[src/hdl/assert_macros.svh]
// assertion macros shared by the list rtl
`ifndef ASSERT_MACROS_SVH
`define ASSERT_MACROS_SVH

// antecedent and consequent in the same cycle
`define PLL_ASSERT_IMPL(name, clk, rst, ante, cons) \
   name: assert property (@(posedge clk) disable iff (rst) (ante) |-> (cons)) \
      else $error("list assertion failed");

// consequent in the cycle after the antecedent
`define PLL_ASSERT_NEXT(name, clk, rst, ante, cons) \
   name: assert property (@(posedge clk) disable iff (rst) (ante) |=> (cons)) \
      else $error("list assertion failed");

`endif

[src/hdl/pll_pkg.sv]
// types and constants shared by the positional list controller and datapath
package pll_pkg;

   localparam int DEFAULT_DEPTH       = 256;
   localparam int DEFAULT_ENTRY_WIDTH = 32;

   typedef enum logic [2:0] {
      CMD_INSERT   = 3'd0,
      CMD_REMOVE   = 3'd1,
      CMD_RETRIEVE = 3'd2,
      CMD_REPLACE  = 3'd3,
      CMD_CLEAR    = 3'd4
   } cmd_type;

   typedef enum logic [1:0] {
      STATUS_SUCCESS     = 2'd0,
      STATUS_RANGE_ERROR = 2'd1,
      STATUS_FAIL        = 2'd2,
      STATUS_OVERFLOW    = 2'd3
   } status_type;

   typedef enum logic [3:0] {
      S_IDLE,
      S_DECODE,
      S_ALLOC_POP,
      S_WALK_START,
      S_WALK,
      S_INS_LINK,
      S_INS_FIX,
      S_REM_READ,
      S_REM_FIX,
      S_REM_RELEASE,
      S_RD_WAIT,
      S_REPLACE,
      S_FINISH
   } state_type;

   // commands from the controller to the datapath
   typedef struct packed {
      logic       capture;
      logic       alloc;
      logic       alloc_pop;
      logic       walk_start;
      logic       walk_step;
      logic       link_rd_cur;
      logic       link_wr_slot;
      logic       head_to_slot;
      logic       link_wr_prev_slot;
      logic       head_to_linkq;
      logic       link_wr_prev_linkq;
      logic       release_cur;
      logic       entry_wr_cur;
      logic       count_inc;
      logic       count_dec;
      logic       clear;
      logic       rsp_load;
      logic       rd_use;
      status_type status;
   } dp_cmd_type;

   // status from the datapath to the controller
   typedef struct packed {
      cmd_type cmd;
      logic    pos_zero;
      logic    pos_gt_count;
      logic    pos_ge_count;
      logic    count_zero;
      logic    free_avail;
      logic    mark_avail;
      logic    steps_zero;
   } dp_stat_type;

endpackage

[src/hdl/pll_ctrl.sv]
// controller state machine of the positional list
`include "assert_macros.svh"

module pll_ctrl (
   input  logic                 clock,
   input  logic                 reset,
   input  logic                 req_valid,
   output logic                 req_ready,
   output logic                 rsp_valid,
   input  logic                 rsp_ready,
   input  pll_pkg::dp_stat_type stat,
   output pll_pkg::dp_cmd_type  cmd
);
   import pll_pkg::*;

   state_type  state_ff, state_in;
   status_type pend_ff, pend_in;
   logic       rd_use_ff, rd_use_in;
   logic       rsp_valid_ff, rsp_valid_in;
   state_type  after_walk;

   // work that follows the walk to the wanted position
   always_comb begin
      unique case (stat.cmd)
         CMD_INSERT:   after_walk = S_INS_LINK;
         CMD_REMOVE:   after_walk = S_REM_READ;
         CMD_RETRIEVE: after_walk = S_RD_WAIT;
         default:      after_walk = S_REPLACE;
      endcase
   end

   always_comb begin
      state_in  = state_ff;
      pend_in   = pend_ff;
      rd_use_in = rd_use_ff;
      cmd       = '0;
      req_ready = 1'b0;

      unique case (state_ff)
         S_IDLE: begin
            req_ready = 1'b1;
            if (req_valid) begin
               cmd.capture = 1'b1;
               state_in    = S_DECODE;
            end
         end
         S_DECODE: begin
            pend_in   = STATUS_SUCCESS;
            rd_use_in = 1'b0;
            state_in  = S_FINISH;
            unique case (stat.cmd)
               CMD_INSERT: begin
                  if (stat.pos_gt_count) begin
                     pend_in = STATUS_RANGE_ERROR;
                  end else if (stat.free_avail) begin
                     cmd.alloc = 1'b1;
                     state_in  = S_ALLOC_POP;
                  end else if (stat.mark_avail) begin
                     cmd.alloc = 1'b1;
                     state_in  = S_WALK_START;
                  end else begin
                     pend_in = STATUS_OVERFLOW;
                  end
               end
               CMD_REMOVE: begin
                  if (stat.count_zero) begin
                     pend_in = STATUS_FAIL;
                  end else if (stat.pos_ge_count) begin
                     pend_in = STATUS_RANGE_ERROR;
                  end else begin
                     rd_use_in = 1'b1;
                     state_in  = S_WALK_START;
                  end
               end
               CMD_RETRIEVE: begin
                  if (stat.pos_ge_count) begin
                     pend_in = STATUS_RANGE_ERROR;
                  end else begin
                     rd_use_in = 1'b1;
                     state_in  = S_WALK_START;
                  end
               end
               CMD_REPLACE: begin
                  if (stat.pos_ge_count) begin
                     pend_in = STATUS_RANGE_ERROR;
                  end else begin
                     state_in = S_WALK_START;
                  end
               end
               CMD_CLEAR: begin
                  cmd.clear = 1'b1;
               end
               default: begin
                  pend_in = STATUS_RANGE_ERROR;
               end
            endcase
         end
         S_ALLOC_POP: begin
            cmd.alloc_pop = 1'b1;
            state_in      = S_WALK_START;
         end
         S_WALK_START: begin
            cmd.walk_start = 1'b1;
            state_in       = stat.steps_zero ? after_walk : S_WALK;
         end
         S_WALK: begin
            cmd.walk_step = 1'b1;
            if (stat.steps_zero) begin
               state_in = after_walk;
            end
         end
         S_INS_LINK: begin
            cmd.link_wr_slot = 1'b1;
            state_in         = S_INS_FIX;
         end
         S_INS_FIX: begin
            if (stat.pos_zero) begin
               cmd.head_to_slot = 1'b1;
            end else begin
               cmd.link_wr_prev_slot = 1'b1;
            end
            cmd.count_inc = 1'b1;
            state_in      = S_FINISH;
         end
         S_REM_READ: begin
            cmd.link_rd_cur = 1'b1;
            state_in        = S_REM_FIX;
         end
         S_REM_FIX: begin
            // unlink the removed slot from its predecessor or the head
            if (stat.pos_zero) begin
               cmd.head_to_linkq = 1'b1;
            end else begin
               cmd.link_wr_prev_linkq = 1'b1;
            end
            state_in = S_REM_RELEASE;
         end
         S_REM_RELEASE: begin
            cmd.release_cur = 1'b1;
            cmd.count_dec   = 1'b1;
            state_in        = S_FINISH;
         end
         S_RD_WAIT: begin
            state_in = S_FINISH;
         end
         S_REPLACE: begin
            cmd.entry_wr_cur = 1'b1;
            state_in         = S_FINISH;
         end
         S_FINISH: begin
            // hold until the output register is free
            if (!rsp_valid_ff || rsp_ready) begin
               cmd.rsp_load = 1'b1;
               cmd.status   = pend_ff;
               cmd.rd_use   = rd_use_ff;
               state_in     = S_IDLE;
            end
         end
         default: begin
            state_in = S_IDLE;
         end
      endcase
   end

   always_comb begin
      if (cmd.rsp_load) begin
         rsp_valid_in = 1'b1;
      end else if (rsp_ready) begin
         rsp_valid_in = 1'b0;
      end else begin
         rsp_valid_in = rsp_valid_ff;
      end
   end

   always_ff @(posedge clock) begin
      if (reset) begin
         state_ff     <= S_IDLE;
         rsp_valid_ff <= 1'b0;
      end else begin
         state_ff     <= state_in;
         rsp_valid_ff <= rsp_valid_in;
      end
   end

   always_ff @(posedge clock) begin
      pend_ff   <= pend_in;
      rd_use_ff <= rd_use_in;
   end

   assign rsp_valid = rsp_valid_ff;

   // one transaction in flight at a time
   `PLL_ASSERT_NEXT(a_accept_blocks, clock, reset, req_valid && req_ready, !req_ready)
   `PLL_ASSERT_IMPL(a_rsp_from_finish, clock, reset, rsp_valid_ff && !$past(rsp_valid_ff), $past(state_ff == S_FINISH))

endmodule

[config.mk]
export PLATFORM = sky130hd
export DESIGN_NAME = pll_ctrl
export DESIGN_NICKNAME = d
export VERILOG_FILES = /design/src/hdl/pll_pkg.sv /design/src/hdl/pll_ctrl.sv
export VERILOG_INCLUDE_DIRS = /design/src /design/src/hdl
export SDC_FILE = /design/constraint.sdc
export NUM_CORES = 1
export LEC_CHECK = 0
export ABC_CLOCK_PERIOD_IN_PS = 5800
export BUFFER_PORTS_ARGS = -buffer_cell sky130_fd_sc_hd__buf_4
export CELL_PAD_IN_SITES_DETAIL_PLACEMENT = 1
export CELL_PAD_IN_SITES_GLOBAL_PLACEMENT = 1
export CORE_UTILIZATION = 32
export DETAILED_ROUTE_END_ITERATION = 7
export PLACE_DENSITY_LB_ADDON = 0.1
export SKIP_CTS_REPAIR_TIMING = 1
export SYNTH_ARGS = -nofsm -noshare
export SYNTH_HDL_FRONTEND = slang
export SYNTH_SLANG_ARGS = --single-unit
[constraint.sdc]
create_clock -name clock -period 5.8 [get_ports clock]
set_input_delay 1.45 -clock clock [delete_from_list [all_inputs] [get_ports clock]]
set_output_delay 1.45 -clock clock [all_outputs]
set_load 0.02 [all_outputs]
* Word-level counts from Yosys, hierarchy flattened *
Cells that the tools add are included.

word-level totals
  bits in registers = 8
  bits of input ports = 14

cells by class
  equal/unequal tests = 19
  muxes and demuxes = 47
  reductions and logical operators = 8

operators by type and width
  kind                  number
  $mux W4               11
  $pmux W4 S10          1
  $mux W1               25
  $pmux W4 S3           2
  $eq A4 B4 Y1 const B  5
  $eq A4 B3 Y1 const B  4
  $mux W2               6
  $eq A4 B2 Y1 const B  2
  $pmux W2 S4           1
  $eq A3 B2 Y1 const B  2
  $ne A2 B2 Y1 const B  3
  $eq A4 B1 Y1 const B  1
  $logic_not A4 Y1      1
  $reduce_or A4 Y1      1
  $eq A3 B1 Y1 const B  1
  $eq A3 B3 Y1 const B  1
  $logic_not A3 Y1      1
  $reduce_and A3 Y1     1
  $pmux W1 S2           1
  $reduce_bool A2 Y1    1
  $reduce_or A2 Y1      1
  $logic_not A1 Y1      1
  $logic_or A1 B1 Y1    1

* Depth between registers and ports, before layout *
  word-level depth = 5
  gate-level depth with buffers = 6
  mapped depth without buffers = 5

* Worst setup path before layout *
Ideal clock, no wire load.

  kind = input port to output port
  from = input port stat[9] (netlist bit)
  to = output port cmd[18] (netlist bit)
  arrival = 2.773 ns
  required time = 4.350 ns
  setup slack = 1.577 ns
  cell stages on the path = 4
  buffers on the path = 1
  path through = buf_6 -> or3_4 -> or3_4 -> nor3_1

RTL lines
  what                RTL line        RTL
  start: declaration  pll_ctrl.sv:11  input pll_pkg::dp_stat_type stat,
  end: declaration    pll_ctrl.sv:12  output pll_pkg::dp_cmd_type cmd

==> flow_summary.yaml <==
run_status:
  status: "completed"
setup_path:
  critical_path_class: "input pin to primary output"
  worstPathRequired_ps: 4350
  path_max_fanout: 9
  crit_arrival_ps: 2670
  startpoint_type: "input pin"
  endpoint_kind: "primary output"
timing:
  period_share_pct: 71.1
  max_slew_margin_pct: 67.7
  drv_slew: 0
  tns_ps: 0
  hold_violations: 0
  max_freq_mhz: 242
  worst_pin_slew_ps: 482
  fin_crit_ps: 4120
  finClkSkew_ps: 3.46
  setup-violations-final: 0
  hold-worst-slack_ps: 705
  rsz0062_at_grt: "false"
route:
  drtAntennaViolNets: 0
  drt_pass1_iterations: 4
  drcViolationCount: 0
  wire_per_inst_um: 13.6
  drtIter0Drc: 15
  wl_um: 2320
  vias_per_cell: 5.39
  vias: 917
die:
  fp.coreArea_um2: 2210
  num_io_pins: 36
  chipHeight_um: 50.6
  fp.dieArea_um2: 2560
  die_x_um: 50.6
  initial_utilization_pct: 34.1
  rows: 17
place:
  place_area_um2: 1010
  placed_cells: 166
  io_buffers: 35
  place_congestion: 0.818
  place_hpwl_um: 1800
layout:
  nets: 157
  antenna_cells: 0
  drive_gt1_share_pct: 31.0
  area_growth_pct: 37.0
  nFillCells: 300
  instances_no_fill: 170
  utilization_pct: 46.7
  postLayoutCellArea_um2: 1030
logic_synthesis:
  yosys.area.top_type: "dfxtp_1"
  netlist_area_um2: 754
  avgSynthCellArea_um2: 6.80
  synth.distinct_cells: 34
  mappedNetlistNets: 125
  syn_inst: 111
  ys_async_sr_fraction_pct: 0
  synth-edff-count: 3
  synthTopCellsByCount: "19 x nor2_1, 10 x a21oi_1, 9 x nor3_1, 9 x o21ai_0, 8 x nand2_1"
  ys_seq_area_share_pct: 25.2
  netlist.area_leader.share_pct: 13.3
  ys_top_cells_by_area: "dfxtp_1 13%, edfxtp_1 12%, nor2_1 9.5%, a21oi_1 6.6%, nor3_1 6.0%"
  synth_ff_type: "dfxtp_1"
  yosysWarnings: 0
  synth_seq_cells: 8
  yosysMostFrequentCell: "nor2_1"
clock_tree:
  htreeDepth: 1
  cts_made_buffers: 3
  cts_tree: "yes"
  path_clk_slew_ps: 50
  clock-sinks: 8
  cts_root_buf: "clkbuf_4"
  clockBufferDepth: 2
  clk_latency_ps: 250
global_routing:
  grt_pass1_wl_um: 3960
  overflow: 0
  first_global_vias: 869
  grt_max_degree: 15
  antenna_found_initial: 0
  grt_use_total_pct: 20.3
pwr:
  powerDensity_nw_per_um2: 399
  leakage_nw: 0.438
  vdd_ir_drop_max_v: 0.000255
flow_run:
  max-cap-violations: 0
min_path:
  worstHoldPathType: "flop to flop"
-- metal layers --
metal | track usage [%] | vias up | share of wire [%]
li1 | - | 457 | -
met1 | 27.3 | 431 | 48
met2 | 32.7 | 27 | 47
met3 | 2.12 | 2 | 4.3
met4 | 8.33 | 0 | 0.95
met5 | 0 | - | 0
-- critical path, stage by stage --
cell    delay, ps
buf_4         140
or3_4         410
or3_4         360
nor3_1        140
buf_4         170
-- power by group --
part | switching, mW | internal (mW) | total, mW
logic | 0.149 | 0.0950 | 0.244
registers | 0.0415 | 0.0809 | 0.122
clock network | 0.0196 | 0.0264 | 0.0459
total | 0.210 | 0.202 | 0.413
-- sequential cells by signal (all words and copies together), names as in the netlist --
register	flops
rsp_valid	1
state_ff	4
pend_ff	2
rd_use_ff	1
-- layout by cell type (no fill, tap or decap) --
cell,instances
a21oi_1,10
nor2_1,19
nor2b_1,2
dfxtp_1,5
nand2b_1,2
or2_1,1
o221ai_1,1
or3_4,2
nor3_1,9
o31a_1,1
nor4_1,3
and3_1,1
buf_4,35
nor4b_1,1
or2_2,1
o31ai_1,1
inv_1,7
clkbuf_4,3
and4_1,1
o32ai_1,1
edfxtp_1,3
o311ai_2,1
o21ai_0,9
a22oi_1,2
and2_1,4
or3b_2,1
nand2_1,8
a32o_1,1
a31oi_1,3
clkbuf_1,1
and3_2,1
nor3b_1,1
o22ai_1,1
-- final timing paths --
check,slack (ps),cells after the start,to,from
setup reg to reg,3910,5,state_ff[2]$_SDFFE_PP0P_,state_ff[3]$_SDFFE_PP0P_
hold / removal,710,2,state_ff[2]$_SDFFE_PP0P_,state_ff[2]$_SDFFE_PP0P_
hold reg to reg,710,2,state_ff[2]$_SDFFE_PP0P_,state_ff[2]$_SDFFE_PP0P_
setup / recovery,1680,5,cmd[18],stat[9]
-- cell families after synthesis --
family / synth area share [%]
simple gates: 39.5
compound gates: 25.9
buf+inv: 9.45
flops: 25.2
-- layout make-up --
type | count | area [µm²] | share of cell area, %
repair buffers | 35 | 263 | 25.4
clock buffers | 4 | 26.3 | 2.54
inverters | 7 | 26.3 | 2.54
flip-flops and latches | 8 | 190 | 18.4
multi-input cells | 88 | 493 | 47.7
well taps | 28 | 35.0 | 3.39
-- per-stage QoR --
| stage | setup WS, ps | power, mW |
|---|---|---|
| after floorplan | 1580 | 0.284 |
| after global placement | 1680 | 0.365 |
| after detailed placement | 1680 | 0.367 |
| after CTS | 1670 | 0.415 |
| after global routing | 1620 | 0.448 |
| final | 1680 | 0.413 |
Power figures use the tool's default switching activity.
